$ cat src/vector_distance_engine_assert.svh
// Assertion macros for the vector distance engine.
`ifndef VECTOR_DISTANCE_ENGINE_ASSERT_SVH
`define VECTOR_DISTANCE_ENGINE_ASSERT_SVH
`ifndef SYNTH
`define VDE_ASSERT_IMPL(label, clk, rst_n, ante, cons) \
  label: assert property (@(posedge clk) disable iff (!rst_n) (ante) |-> (cons)) \
    else $error("assertion failed");
`define VDE_ASSERT_NEXT(label, clk, rst_n, ante, cons) \
  label: assert property (@(posedge clk) disable iff (!rst_n) (ante) |=> (cons)) \
    else $error("assertion failed");
`else
`define VDE_ASSERT_IMPL(label, clk, rst_n, ante, cons)
`define VDE_ASSERT_NEXT(label, clk, rst_n, ante, cons)
`endif
`endif

$ cat src/vde_pkg.sv
// Types, constants and helper functions shared by the vector distance engine.
package vde_pkg;
  localparam int ELEM_W     = 16;
  localparam int ACC_W      = 48;
  localparam int OUT_W      = 48;
  localparam int FRAC_SHIFT = 12;
  localparam int OUT_SHIFT  = 8;
  localparam int ONE_Q16    = 65536;
  localparam int Q_W        = 17;
  localparam int HALF_W     = ACC_W / 2;
  localparam int RAD_W      = 2 * ACC_W;
  localparam int ROOT_W     = ACC_W;
  localparam int SQRT_STEPS = RAD_W / 2;
  localparam int DIV_STEPS  = 16;
  localparam int MUL_STEPS  = 4;
  localparam int CNT_W      = 6;
  localparam int MODE_W     = 3;

  localparam logic [MODE_W-1:0] MODE_L2   = 3'd0;
  localparam logic [MODE_W-1:0] MODE_COS  = 3'd1;
  localparam logic [MODE_W-1:0] MODE_DOT  = 3'd2;
  localparam logic [MODE_W-1:0] MODE_L1   = 3'd3;
  localparam logic [MODE_W-1:0] MODE_NORM = 3'd4;

  typedef struct packed {
    logic signed [ELEM_W-1:0] elem_a;
    logic signed [ELEM_W-1:0] elem_b;
    logic                     last_element;
  } in_item_t;

  typedef struct packed {
    logic signed [OUT_W-1:0] distance;
    logic                    result_valid;
  } out_item_t;

  typedef struct packed {
    logic       take;
    logic       acc;
    logic       mul_step;
    logic [1:0] mul_sel;
    logic       sqrt_init;
    logic       sqrt_step;
    logic       div_step;
    logic       finish;
  } cmd_t;

  typedef struct packed {
    logic [MODE_W-1:0] mode;
    logic              last;
    logic              out_free;
  } status_t;

  function automatic logic signed [ACC_W-1:0] sat_add(
    input logic signed [ACC_W-1:0] a,
    input logic signed [ACC_W-1:0] b
  );
    logic signed [ACC_W:0] s;
    logic signed [ACC_W-1:0] res;
    s = {a[ACC_W-1], a} + {b[ACC_W-1], b};
    if (s[ACC_W] != s[ACC_W-1]) begin
      res = s[ACC_W] ? {1'b1, {(ACC_W-1){1'b0}}} : {1'b0, {(ACC_W-1){1'b1}}};
    end else begin
      res = s[ACC_W-1:0];
    end
    return res;
  endfunction
endpackage

$ cat src/vde_ctrl.sv
// Controller state machine that sequences accumulation and the final result steps.
module vde_ctrl (
  input  logic            clk,
  input  logic            rst_n,
  input  logic            in_valid,
  output logic            in_ready,
  input  vde_pkg::status_t st,
  output vde_pkg::cmd_t    cmd
);
  import vde_pkg::*;

  localparam logic [2:0] S_IDLE  = 3'd0;
  localparam logic [2:0] S_ACC   = 3'd1;
  localparam logic [2:0] S_MUL   = 3'd2;
  localparam logic [2:0] S_SINIT = 3'd3;
  localparam logic [2:0] S_SQRT  = 3'd4;
  localparam logic [2:0] S_DIV   = 3'd5;
  localparam logic [2:0] S_FIN   = 3'd6;

  logic [2:0]       state_r, state_nxt;
  logic [CNT_W-1:0] cnt_r, cnt_nxt;

  always_comb begin
    state_nxt = state_r;
    cnt_nxt   = cnt_r;
    cmd       = '0;
    in_ready  = 1'b0;
    unique case (state_r)
      S_IDLE: begin
        in_ready = 1'b1;
        if (in_valid) begin
          cmd.take  = 1'b1;
          state_nxt = S_ACC;
        end
      end
      S_ACC: begin
        cmd.acc = 1'b1;
        cnt_nxt = '0;
        if (!st.last) begin
          state_nxt = S_IDLE;
        end else begin
          case (st.mode) inside
            MODE_L2, MODE_NORM: state_nxt = S_SINIT;
            MODE_COS:           state_nxt = S_MUL;
            default:            state_nxt = S_FIN;
          endcase
        end
      end
      S_MUL: begin
        cmd.mul_step = 1'b1;
        cmd.mul_sel  = cnt_r[1:0];
        cnt_nxt      = cnt_r + 1'b1;
        if (cnt_r == CNT_W'(MUL_STEPS - 1)) begin
          state_nxt = S_SINIT;
        end
      end
      S_SINIT: begin
        cmd.sqrt_init = 1'b1;
        cnt_nxt       = '0;
        state_nxt     = S_SQRT;
      end
      S_SQRT: begin
        cmd.sqrt_step = 1'b1;
        cnt_nxt       = cnt_r + 1'b1;
        if (cnt_r == CNT_W'(SQRT_STEPS - 1)) begin
          cnt_nxt   = '0;
          state_nxt = (st.mode == MODE_COS) ? S_DIV : S_FIN;
        end
      end
      S_DIV: begin
        cmd.div_step = 1'b1;
        cnt_nxt      = cnt_r + 1'b1;
        if (cnt_r == CNT_W'(DIV_STEPS - 1)) begin
          state_nxt = S_FIN;
        end
      end
      S_FIN: begin
        if (st.out_free) begin
          cmd.finish = 1'b1;
          state_nxt  = S_IDLE;
        end
      end
      default: state_nxt = S_IDLE;
    endcase
  end

  always_ff @(posedge clk) begin
    if (!rst_n) begin
      state_r <= S_IDLE;
      cnt_r   <= '0;
    end else begin
      state_r <= state_nxt;
      cnt_r   <= cnt_nxt;
    end
  end
endmodule

$ cat config.mk
export PLATFORM = sky130hd
export DESIGN_NAME = vde_ctrl
export DESIGN_NICKNAME = d
export VERILOG_FILES = /design/src/vector_distance_engine_assert.svh /design/src/vde_pkg.sv /design/src/vde_ctrl.sv
export SDC_FILE = /design/constraint.sdc
export NUM_CORES = 1
export LEC_CHECK = 0
export ABC_AREA = 1
export BUFFER_PORTS_ARGS = -buffer_cell sky130_fd_sc_hd__buf_2
export CAP_MARGIN = 0
export CORE_UTILIZATION = 45
export CTS_CLUSTER_SIZE = 14
export DETAILED_ROUTE_END_ITERATION = 10
export GPL_TIMING_DRIVEN = 0
export PLACE_DENSITY = 0.77
export RECOVER_POWER = 50
export SYNTH_ARGS = -nofsm -noshare
export SYNTH_HDL_FRONTEND = slang
export SYNTH_SLANG_ARGS = --single-unit
$ cat constraint.sdc
create_clock -name clk -period 1.96 [get_ports clk]
set_clock_uncertainty 0.1 [all_clocks]
set_input_delay 0.098 -clock clk [delete_from_list [all_inputs] [get_ports clk]]
set_output_delay 0.098 -clock clk [all_outputs]
set_load 0.1 [all_outputs]
# Word-level counts from Yosys, hierarchy flattened
# Index checks and enable logic that the tools add are counted.
[op_classes]
muxes = 22
n_addsub = 1
eq_ne = 16
reduce_logical = 7
[op_table]
columns = ["cell", "n"]
rows = [
  ["3-bit 2-to-1 mux", 9],
  ["3-bit one-hot mux with 7 select lines", 1],
  ["6-bit one-hot mux with 3 select lines", 1],
  ["3-bit == test (second input constant)", 4],
  ["2-bit inequality test (second input constant)", 5],
  ["1-bit 2-to-1 mux", 9],
  ["6-bit by 1-bit adder with 6-bit output (second input constant)", 1],
  ["3-bit by 1-bit == test with 1-bit output (second input constant)", 2],
  ["3-bit by 2-bit == test with 1-bit output (second input constant)", 2],
  ["6-bit by 2-bit == test with 1-bit output (second input constant)", 1],
  ["6-bit by 4-bit == test with 1-bit output (second input constant)", 1],
  ["6-bit == test (second input constant)", 1],
  ["3-bit zero test", 2],
  ["6-bit 2-to-1 mux", 1],
  ["2-bit OR reduction", 3],
  ["5-bit AND reduction", 1],
  ["3-bit nonzero test", 1],
  ["2-bit 2-to-1 mux", 1],
]
[word_totals]
input_bits = 8
out_inout_bits = 10
ff_bits = 9
elab_cells = 48

# Depth between registers and ports, before layout
[logic_depth]
ltp_word = 5
mapped_depth = 9
ltp_nobuf = 9

# Least setup slack after synthesis
# No wires, ideal clock.
[synth_timing]
kind = "flip-flop to output port"
from = "reg state_r[1]"
to = "out cmd[4] (netlist bit)"
stages_incl_launch_ff = 5
arrival_time_ns = 2.761
path_slack_ns = -0.999
path_buffers = 0
cell_sequence = "dfxtp_1 nand2_1 nor2_2 inv_1 nor2_1"
[synth_lines]
columns = ["element", "line", "rtl"]
rows = [
  ["start, declared", "vde_ctrl.sv:20", "logic [2:0] state_r, state_nxt;"],
  ["start signal, assigned", "vde_ctrl.sv:92", "state_r <= state_nxt;"],
  ["end, declared", "vde_ctrl.sv:8", "output vde_pkg::cmd_t cmd"],
]

==> results.ini <==
[setup_path]
crit_type=reg2out
r2r-end=cnt_r[4]
critPathMaxStageDelay_ps=490
r2r_cells=7
cp_num_buf_inv=2
path_delay_family=buffers and inverters
cp.arrival_ps=1640
slowest_stage=dfxtp_1
path_max_fanout=7
cp-start-kind=flip-flop
worst_ep_required_time_ps=1760
critPathCaptureType=output port
r2r-start=state_r[1]
path_cells=nand2_1 > nor2_4 > inv_1 > nor2_2 > buf_2
r2r_slack_ps=360

[drt]
via_per_inst=4.82
drc=0
drtPass1Iterations=4
routed-via-count=742
drt_wl_total_um=1550
first_iter_violations=15
ant_nets=0
wl_per_cell_um=10.1

[clock_network]
clk_transition_reported_paths_ps=70
holdBufCountCts=0
h-tree-depth=1
root_buffer=clkbuf_4
clk_latency_ps=270
cts.sinks=9
cts_made_buffers=3
cts_tree=yes
clock_path_buffers=2
ctsResizeCount=0
post_cts_buffers=0

[timing]
worstMarginPinSlew_ps=537
setup_viol=0
tns_ps=0
rsz0062_at_grt=no
period_share_pct=93.6
max_freq_mhz=545
slew_headroom_pct=64.4
slew_viol_final=0
finalWorstSetupSlack_ps=126
final_hold_viol_count=0
finalCriticalPeriod_ps=1830

[final_layout]
nets=149
final_util_pct=61.2
antenna_cells=0
fillers=139
drive_gt1_share_pct=25.9
syn_to_final_growth_pct=20.7
final_area_um2=826

[floorplan]
die_area_mm2=0.00168
rows=13
die_w_um=41
io_pins=18
die_h_um=41
start_util_pct=50.7
core_mm2=0.00135

[flow_run]
drv_cap=0

[status]
status=finished clean

[min_path]
hold_class=in2reg
min-delay-start=rst_n
hold_path_depth=3
min_to=state_r[0]

[pwr]
vdd_drop_max_mv=1.57
p_per_area_mw_per_mm2=1650
p_leak_nw=0.454

[yosys]
synth_area_um2=684
syn_inst=118
yosysWarningCount=0
yosys_register_bits=9
avgSynthCellArea_um2=5.80
ys_seq_area_share_pct=26.3
syn-num-nets=127
synth_cell_types=19

[global_route]
antenna_found_initial=0
use_met1_pct=29.1
grt_usage_pct=22.9
grt_max_degree=10
grt_first_pass_wirelength_um=2450
grt_overflow=0
use_met2_pct=35.5
gr-max-usage-layer=met2
grt_use_met3_pct=6.52
grt_pass1_vias=612

[placed_design]
hpwlAfterDp_um=1240
place_area_um2=813
pre_cts_ws_ps=413
gp_congestion=0.851
io_buffer_count=17

-- stage by stage --
stage / instances / hold slack [ps] / total power, mW
floorplan: 118 / 95.6 / 1.09
global placement: 150 / 295 / 1.21
detailed placement: 150 / 301 / 1.23
CTS: 154 / 16.9 / 1.39
global route: 154 / 36.6 / 1.45
finish: 154 / 14.1 / 1.36
-- cells by family after synthesis --
logic type,Yosys count,share of synthesized area (%)
flip-flops,9,26.3
XOR/XNOR,3,3.84
AND/OR/NAND/NOR,70,45.5
adder cells (fa/ha/maj),1,1.83
buffers and inverters,25,14.3
AO/OA/AOI/OAI,10,8.23
-- worst register-to-register path, stage by stage (launching register included) --
cell and delay (ps):
dfxtp_1 390, nor2_2 240, nand2_2 120, o21ai_0 380
inv_2 40, nand2_1 90, nand2_1 70, nor2_1 90
-- placed cells by master (no fill, tap or decap) --
master / n
buf_2: 15
nor2_2: 7
ha_1: 1
dfxtp_1: 9
inv_2: 2
buf_4: 1
o21ai_1: 1
nor3b_1: 1
a21oi_1: 4
nand3_1: 11
clkbuf_2: 2
nor2_1: 19
nand2_1: 26
nor3_2: 1
xnor2_1: 2
o211ai_1: 1
o21ai_0: 4
nor2_4: 2
xor2_1: 1
clkbuf_4: 3
inv_1: 22
nand2_2: 3
clkbuf_1: 1
-- how the worst max path moves through the flow --
stage | from | to | slack [ps] | cells past startpoint
after detailed placement | cnt_r[0] | state_r[2] | 410 | 8
after global placement | cnt_r[0] | state_r[2] | 470 | 8
after CTS | state_r[1] | cmd[4] | 130 | 5
final | state_r[1] | cmd[4] | 130 | 5
after floorplan | state_r[1] | cmd[4] | -300 | 4
after global routing | state_r[1] | cmd[4] | 70 | 5
-- power by group --
part           switching (mW)  internal [mW]
combinational           0.737          0.194
clock                  0.0729         0.0787
sequential             0.0536          0.222
-- area by class of cell --
cell class	instances	area [um^2]	area share (%)
Tap cell	15	18.8	2.27
Sequential cell	9	180	21.8
Clock buffer	4	26.3	3.18
Inverter	24	90.1	10.9
Timing Repair Buffer	17	85.1	10.3
Multi-Input combinational cell	84	418	50.6
Buffer	1	7.51	0.909
-- state kept, by name, indices dropped and copies added, names as in the netlist --
| name | flops |
|---|---|
| cnt_r | 6 |
| state_r | 3 |
-- metal layers --
layer	vias to the layer above	part of all wire [%]
li1	401	-
met5	-	0
met1	318	47
met4	0	1.5
met3	4	5.0
met2	19	46
-- synthesized netlist by cell type --
master | number | area share (%)
nand2_1 | 24 | 13
inv_1 | 22 | 12
nor2_1 | 21 | 12
nand3_1 | 11 | 8.0
dfxtp_1 | 9 | 26
nor2_2 | 7 | 6.4
nand2_2 | 5 | 4.6
a21oi_1 | 4 | 2.9
o21ai_0 | 3 | 2.2
inv_2 | 2 | 1.1
xnor2_1 | 2 | 2.6
buf_4 | 1 | 1.1
ha_1 | 1 | 1.8
nor3_1 | 1 | 0.73
nor3b_1 | 1 | 1.1
o211ai_1 | 1 | 1.1
o21ai_1 | 1 | 0.73
o21ai_2 | 1 | 1.3
xor2_1 | 1 | 1.3
Note: power is estimated with default switching activity, not from simulation.
